### src/rtl/mie_pkg.sv
package mie_pkg;

	localparam int FIELD_W  = 63;
	localparam int STATUS_W = 2;

	localparam logic [STATUS_W-1:0] STATUS_OK           = 2'd0;
	localparam logic [STATUS_W-1:0] STATUS_NO_INVERSE   = 2'd1;
	localparam logic [STATUS_W-1:0] STATUS_BAD_ARGUMENT = 2'd2;

	typedef enum logic [2:0] {
		ST_IDLE,
		ST_START,
		ST_WAIT,
		ST_FINISH,
		ST_OUT
	} top_state_t;

	typedef enum logic [1:0] {
		DV_IDLE,
		DV_ALIGN,
		DV_DIV
	} div_state_t;

endpackage

### src/rtl/mie_req_if.sv
interface mie_req_if import mie_pkg::*; ();
	logic               valid;
	logic               ready;
	logic [FIELD_W-1:0] modulus;
	logic [FIELD_W-1:0] value;

	modport source (output valid, output modulus, output value, input ready);
	modport sink (input valid, input modulus, input value, output ready);
endinterface

### src/rtl/mie_rsp_if.sv
interface mie_rsp_if import mie_pkg::*; ();
	logic                valid;
	logic                ready;
	logic [FIELD_W-1:0]  inverse_value;
	logic [FIELD_W-1:0]  gcd_value;
	logic [STATUS_W-1:0] status;

	modport source (output valid, output inverse_value, output gcd_value, output status,
		input ready);
	modport sink (input valid, input inverse_value, input gcd_value, input status,
		output ready);
endinterface

### src/rtl/mie_qdiv.sv
module mie_qdiv import mie_pkg::*; #(
	parameter int W = 64
) (
	input  logic         clk,
	input  logic         arst_n,
	input  logic         start,
	input  logic [W-1:0] dividend,
	input  logic [W-1:0] divisor,
	input  logic [W-1:0] coef,
	output logic         done,
	output logic [W-1:0] remainder,
	output logic [W-1:0] product
);

	localparam int KW = $clog2(W);

	div_state_t    state_q;
	div_state_t    state_d;
	logic [W-1:0]  r_q;
	logic [W-1:0]  d_q;
	logic [W-1:0]  t_q;
	logic [KW-1:0] k_q;
	logic          done_q;
	logic          fits;
	logic          ge;
	logic          load;
	logic          grow;
	logic          step;

	// divisor may still double without passing the partial remainder
	assign fits = !d_q[W-1] && ({d_q[W-2:0], 1'b0} <= r_q);
	assign ge   = r_q >= d_q;

	always_comb begin
		state_d = state_q;
		unique case (state_q)
			DV_IDLE: begin
				if (start) state_d = DV_ALIGN;
			end
			DV_ALIGN: begin
				if (!fits) state_d = DV_DIV;
			end
			DV_DIV: begin
				if (k_q == '0) state_d = DV_IDLE;
			end
			default: state_d = DV_IDLE;
		endcase
	end

	always_comb begin
		load = 1'b0;
		grow = 1'b0;
		step = 1'b0;
		unique case (state_q)
			DV_IDLE:  load = start;
			DV_ALIGN: grow = fits;
			DV_DIV:   step = 1'b1;
			default: ;
		endcase
	end

	always_ff @(posedge clk or negedge arst_n) begin
		if (!arst_n) begin
			state_q <= DV_IDLE;
			k_q     <= '0;
			done_q  <= 1'b0;
		end else begin
			state_q <= state_d;
			done_q  <= step && (k_q == '0);
			if (load) k_q <= '0;
			else if (grow) k_q <= k_q + KW'(1);
			else if (step) k_q <= k_q - KW'(1);
		end
	end

	// one quotient bit per cycle, coefficient product built msb first
	always_ff @(posedge clk) begin
		if (load) begin
			r_q <= dividend;
			d_q <= divisor;
			t_q <= '0;
		end else if (grow) begin
			d_q <= {d_q[W-2:0], 1'b0};
		end else if (step) begin
			if (ge) r_q <= r_q - d_q;
			t_q <= {t_q[W-2:0], 1'b0} + (ge ? coef : '0);
			d_q <= {1'b0, d_q[W-1:1]};
		end
	end

	assign done      = done_q;
	assign remainder = r_q;
	assign product   = t_q;

endmodule

### src/rtl/modular_inverse_ext_euclid_core.sv
// a bad argument goes straight to ST_OUT; otherwise each euclid step runs ST_START, then
//   ST_WAIT while the divider aligns and divides; the last step is followed by ST_FINISH and ST_OUT
// throughput: one request at a time, the next is taken once the result is taken
// the serial quotient unit (one quotient bit per cycle) sets the step time
// reset: arst_n clears the control state at once; data registers are not reset
module modular_inverse_ext_euclid_core import mie_pkg::*; #(
	parameter int OPERAND_WIDTH = 64
) (
	input  logic      clk,
	input  logic      arst_n,
	mie_req_if.sink   req,
	mie_rsp_if.source rsp
);

	localparam int W = OPERAND_WIDTH;

	top_state_t          state_q;
	top_state_t          state_d;
	logic [W-1:0]        rp_q;
	logic [W-1:0]        rc_q;
	logic [W-1:0]        cp_q;
	logic [W-1:0]        cc_q;
	logic [W-1:0]        m_q;
	logic [FIELD_W-1:0]  inv_q;
	logic [FIELD_W-1:0]  gcd_q;
	logic [STATUS_W-1:0] status_q;
	logic [W-1:0]        m_in;
	logic [W-1:0]        v_in;
	logic                bad;
	logic                accept;
	logic                div_start;
	logic                div_done;
	logic [W-1:0]        div_rem;
	logic [W-1:0]        div_prod;
	logic                rem_zero;
	logic [W-1:0]        lifted;
	logic                ready;
	logic                valid;

	assign m_in     = {1'b0, req.modulus[W-2:0]};
	assign v_in     = {1'b0, req.value[W-2:0]};
	assign bad      = (v_in == '0) || (v_in >= m_in);
	assign accept   = req.valid && ready;
	assign rem_zero = div_rem == '0;
	assign lifted   = cp_q[W-1] ? cp_q + m_q : cp_q;

	mie_qdiv #(
		.W(W)
	) u_qdiv (
		.clk      (clk),
		.arst_n   (arst_n),
		.start    (div_start),
		.dividend (rp_q),
		.divisor  (rc_q),
		.coef     (cc_q),
		.done     (div_done),
		.remainder(div_rem),
		.product  (div_prod)
	);

	always_comb begin
		state_d = state_q;
		unique case (state_q)
			ST_IDLE: begin
				if (accept) state_d = bad ? ST_OUT : ST_START;
			end
			ST_START: state_d = ST_WAIT;
			ST_WAIT: begin
				if (div_done) state_d = rem_zero ? ST_FINISH : ST_START;
			end
			ST_FINISH: state_d = ST_OUT;
			ST_OUT: begin
				if (rsp.ready) state_d = ST_IDLE;
			end
			default: state_d = ST_IDLE;
		endcase
	end

	always_comb begin
		ready     = 1'b0;
		valid     = 1'b0;
		div_start = 1'b0;
		unique case (state_q)
			ST_IDLE:  ready = 1'b1;
			ST_START: div_start = 1'b1;
			ST_OUT:   valid = 1'b1;
			default: ;
		endcase
	end

	always_ff @(posedge clk or negedge arst_n) begin
		if (!arst_n) begin
			state_q <= ST_IDLE;
		end else begin
			state_q <= state_d;
		end
	end

	always_ff @(posedge clk) begin
		if (state_q == ST_IDLE && accept) begin
			rp_q <= m_in;
			rc_q <= v_in;
			cp_q <= '0;
			cc_q <= W'(1);
			m_q  <= m_in;
			if (bad) begin
				inv_q    <= '0;
				gcd_q    <= '0;
				status_q <= STATUS_BAD_ARGUMENT;
			end
		end else if (state_q == ST_WAIT && div_done) begin
			rp_q <= rc_q;
			rc_q <= div_rem;
			cp_q <= cc_q;
			cc_q <= cp_q - div_prod;
		end else if (state_q == ST_FINISH) begin
			gcd_q <= FIELD_W'(rp_q);
			if (rp_q != W'(1)) begin
				inv_q    <= '0;
				status_q <= STATUS_NO_INVERSE;
			end else begin
				inv_q    <= FIELD_W'(lifted);
				status_q <= STATUS_OK;
			end
		end
	end

	assign req.ready         = ready;
	assign rsp.valid         = valid;
	assign rsp.inverse_value = inv_q;
	assign rsp.gcd_value     = gcd_q;
	assign rsp.status        = status_q;

endmodule

### src/flat_wrapper.sv
// flat-port wrapper written by rule: the top's interface ports become plain ports
module modular_inverse_ext_euclid_core_flat import mie_pkg::*;
#(
	parameter int OPERAND_WIDTH = 64
)
  (clk, arst_n, req_valid, req_modulus, req_value, req_ready, rsp_valid, rsp_inverse_value, rsp_gcd_value, rsp_status, rsp_ready);
  mie_req_if req_i ();
  mie_rsp_if rsp_i ();
  input  logic clk;
  input  logic arst_n;
  input wire logic [$bits(req_i.valid)-1:0] req_valid;
  input wire logic [$bits(req_i.modulus)-1:0] req_modulus;
  input wire logic [$bits(req_i.value)-1:0] req_value;
  output wire logic [$bits(req_i.ready)-1:0] req_ready;
  output wire logic [$bits(rsp_i.valid)-1:0] rsp_valid;
  output wire logic [$bits(rsp_i.inverse_value)-1:0] rsp_inverse_value;
  output wire logic [$bits(rsp_i.gcd_value)-1:0] rsp_gcd_value;
  output wire logic [$bits(rsp_i.status)-1:0] rsp_status;
  input wire logic [$bits(rsp_i.ready)-1:0] rsp_ready;
  assign req_i.valid = req_valid;
  assign req_i.modulus = req_modulus;
  assign req_i.value = req_value;
  assign req_ready = req_i.ready;
  assign rsp_valid = rsp_i.valid;
  assign rsp_inverse_value = rsp_i.inverse_value;
  assign rsp_gcd_value = rsp_i.gcd_value;
  assign rsp_status = rsp_i.status;
  assign rsp_i.ready = rsp_ready;
  modular_inverse_ext_euclid_core #(.OPERAND_WIDTH(OPERAND_WIDTH)) u_core (.clk(clk), .arst_n(arst_n), .req(req_i), .rsp(rsp_i));
endmodule
### config.mk
export PLATFORM = sky130hd
export DESIGN_NAME = modular_inverse_ext_euclid_core_flat
export DESIGN_NICKNAME = d
export VERILOG_FILES = /design/src/rtl/mie_pkg.sv /design/src/rtl/mie_req_if.sv /design/src/rtl/mie_rsp_if.sv /design/src/rtl/mie_qdiv.sv /design/src/rtl/modular_inverse_ext_euclid_core.sv /design/src/flat_wrapper.sv
export SDC_FILE = /design/constraint.sdc
export NUM_CORES = 2
export LEC_CHECK = 0
export BUFFER_PORTS_ARGS = -buffer_cell sky130_fd_sc_hd__buf_2
export CAP_MARGIN = 20
export CORE_MARGIN = 2
export CORE_UTILIZATION = 30
export DETAILED_ROUTE_END_ITERATION = 16
export GPL_ROUTABILITY_DRIVEN = 0
export PLACE_DENSITY = 0.5
export SLEW_MARGIN = 20
export SYNTH_ARGS = -nofsm -noshare
export SYNTH_HDL_FRONTEND = slang
export SYNTH_SLANG_ARGS = --single-unit
### constraint.sdc
create_clock -name clk -period 9.4 [get_ports clk]
set_input_delay 1.88 -clock clk [delete_from_list [all_inputs] [get_ports clk]]
set_output_delay 1.88 -clock clk [all_outputs]
set_load 0.005 [all_outputs]
==> impl_results.md <==
- Pwr Density: 330 nW/um^2
- Sequential area share after synthesis: 0.405
- Maximum VDD drop: 281 uV
- Critical path peak fanout: 65
- Vias in the first global route: 36300
- Grt met3 use: 0.0289
- Ys flop type: edfxtp_1
- CTS tree: yes
- Post-Synth XOR/XNOR Area: 0.0456
- F_max: 0.141 GHz
- Fin nets: 5562
- Post-Place Worst Slack: 2380 ps
- Largest net degree at the start of global routing: 192
- Crit path kind: register to register
- First-pass GRT wire length: 230000 um
- Post-Syn Area: 43400 sq um
- Slew Viols, Final: 0
- DP Area: 46400 sq um
- Largest family of logic cells by synthesized area: compound AO/OA/AOI/OAI gates
- Crit path time final: 7080 ps
- Adder-cell share of the synthesized area: 0.112
- Slowest-stage cell, CP: a2111oi_0
- Required @ worst endpoint: 9950 ps
- Hold Vio Cnt, Final: 0
- Post-synthesis mux area share: 0.00900
- Syn nets: 5431
- Critical Path Start: u_core.u_qdiv.d_q[25]$_DFFE_PP_
- DRT iter0 DRCs: 3247
- Synth top area cells: edfxtp_1, ha_1, dfxtp_1
- Met2 Usage GRT: 0.325
- Max H-tree Level: 3
- Cell count after synthesis: 4915
- Antenna Nets Post-Route: 0
- Die Ht: 384 um
- Worst hold path type: register to register
- Clock Pin Slew Worst Setup and Hold Paths: 60 ps
- Drt drc: 0
- Final clock skew: 33.4 ps
- WL final: 156000 um
- Share of layout cells above drive strength 1: 0.0934
- Slew of the pin with the lowest slew margin: 1200 ps
- Max-slew headroom: 0.195
- Worst Path Arrival: 7630 ps
- Post-route cell area: 49300 sq um
- Post-route setup slack: 2320 ps
- Reg2Reg Depth: 24
- Register bit total from synthesis: 651
- Final worst path period share: 0.753
- Worst skew pair latency: 710 ps
- Min Hold Slack: 449 ps
- R2r startpoint: u_core.u_qdiv.d_q[25]$_DFFE_PP_
- Area grow syn2layout: 13.7%
- Initial DRT Pass Iterations: 6
- CP max stage delay: 830 ps
- Root buf cell: clkbuf_16
- EDFF count, synth: 445
- Post-CTS Resized: 0
- MaxCap Viol Count: 0
- Setup_tns: 0 ps
- CTS Sinks: 651
- Fraction of registers with async set/reset: 0.0184
- Vias: 37500
- WL/cell: 22.1 um
- Grt total ovfl: 0
- Met1 Use GR: 0.285
- CTS Buf Count: 86
- Crit path launch type: register
- # Post-CTS Setup Buffers: 0
- Initial antenna violation count: 3
- Outcome: finished clean
- CTS Hold Buffers Added: 0
- Final Power: 16.3 mW
- Worst Setup End Kind: register
- Register-to-register setup slack: 2320 ps
- Synth top area share: 0.308
- GR peak layer: met2
- Final Util: 0.343
- Yosys warns: 0
- Post-synthesis compound-gate area fraction: 0.216
- Synth area leader: edfxtp_1
- Fin cells: 7027
- # rows: 139
- CTS Buffer Depth: 3
- Critical Path, Cell by Cell: inv_1 -> ha_1 -> a21oi_1 -> o21ai_0 -> a21o_1 -> a21oi_1 -> nor4_1 -> a2111oi_0 -> a211oi_4 -> buf_4 -> and2_1 -> ha_1 -> fa_1 -> a211oi_1 -> nor4_1 -> nor2_1 -> a211oi_2 -> o21ai_1 -> or3b_1 -> a21oi_2 -> o31ai_4 -> a221oi_2 -> xor2_1 -> o21ai_1
- Post-detailed-placement half-perimeter wirelength: 119000 um
- Initial Util: 0.302
- Hold Path Origin: u_core.cc_q[26]$_SDFFE_PP0P_
- Post-synthesis simple-gate area fraction: 0.164
- Hold depth: 2
- # setup viols final: 0
- Leak: 20.1 nW
- Placed Cells: 6861
- Vias per inst: 5.33
- Core box area: 143000 sq um
- GRT Overall Usage: 0.206
- RSZ-0062 raised after global routing: false
- Chip width: 384 um
- Port bufs: 259
- Die area: 148000 sq um
- # IOs: 260
- Distinct cells, synth: 91
- Syn Area/Cell: 8.82 sq um
[report_power, final]
group	switching (mW)	leakage, nW	internal, mW
Sequential	0.718	5.89	4.48
Clock	1.40	1.39	1.98
Combinational	4.95	12.9	2.75
Total	7.07	20.1	9.20
[path summary, 6_finish.rpt]
kind	to
max in group asynchronous	u_core.u_qdiv.k_q[5]$_DFFE_PN0P_
worst max register to register	u_core.u_qdiv.product[59]$_SDFFE_PP0P_
min in group asynchronous	u_core.state_q[1]$_DFFE_PN0P_
worst min register to register	u_core.cp_q[26]$_SDFFE_PP0P_
worst max-delay path	u_core.u_qdiv.product[59]$_SDFFE_PP0P_
worst min-delay path	u_core.cp_q[26]$_SDFFE_PP0P_
[worst max-delay path: cells and delay by family (launching register included)]
| family | cells | cell delay, ps |
|---|---|---|
| compound gates | 13 | 3650 |
| flops | 1 | 370 |
| buf+inv | 2 | 420 |
| simple gates | 5 | 1210 |
| xor+xnor | 1 | 160 |
| fa+ha+maj | 3 | 1040 |
[flip-flops by register name (all words and copies together), names as in the netlist, 64 cells and up]
| signal | count |
|---|---|
| u_core.cc_q | 64 |
| u_core.rp_q | 64 |
| u_core.u_qdiv.product | 64 |
| u_core.cp_q | 64 |
| u_core.rc_q | 64 |
| u_core.u_qdiv.d_q | 64 |
| u_core.u_qdiv.remainder | 64 |
[kinds of logic after synthesis]
kind of cell,count (synthesis)
DFF,651
AOI/OAI and AO/OA,1531
adders and majority gates,386
muxes,39
xor gates and xnor gates,226
buffers and inverters,559
and+or+nand+nor,1523
[Yosys cell counts (15+ instances only)]
library cell    n
inv_1         322
nor3_1         52
and3_1         20
nor4_1         61
mux2i_1        39
o21ai_0       425
clkbuf_1      203
and2_1        140
buf_2          18
o21ai_1        24
a211oi_1       30
a31oi_1        40
nor2b_1        29
nand3_1        96
o211ai_1       24
a21o_1        181
nor2_1        286
o21a_1         32
dfxtp_1       194
xor2_1         86
edfxtp_1      445
a21oi_1       500
nand2b_1       45
o21bai_1       56
nand4_1        99
a22oi_1        62
xnor2_1       140
nand2_1       640
o31ai_1        15
ha_1          381
[metal layers]
metal	wire (um)	part of all wire	up-vias
li1	-	-	18100
met1	72200	0.46	18100
met2	69300	0.45	1059
met3	8850	0.057	214
met4	5270	0.034	2
met5	13	0.000084	-
[layout make-up]
class	count	area (sq um)
fillers	15000	94200
flip-flops and latches	651	17600
diodes	6	15.0
multi-input cells	3705	23800
clock buffers	110	2380
well taps	1903	2380
repair buffers	280	1490
clock inverters	50	454
inverters	322	1220
[layout by cell type (no fill, tap or decap), drive strengths merged, types with 52 or more instances in the layout]
cell type	count
nor4	62
a21o	181
buf	280
and2	140
xor2	86
a22oi	62
nand4	99
nor3	52
inv	323
ha	381
clkbuf	110
o21ai	450
nand2	640
o21bai	56
nand3	97
xnor2	140
edfxtp	445
dfxtp	194
nor2	286
a21oi	503
(Power assumes the default switching activity.)
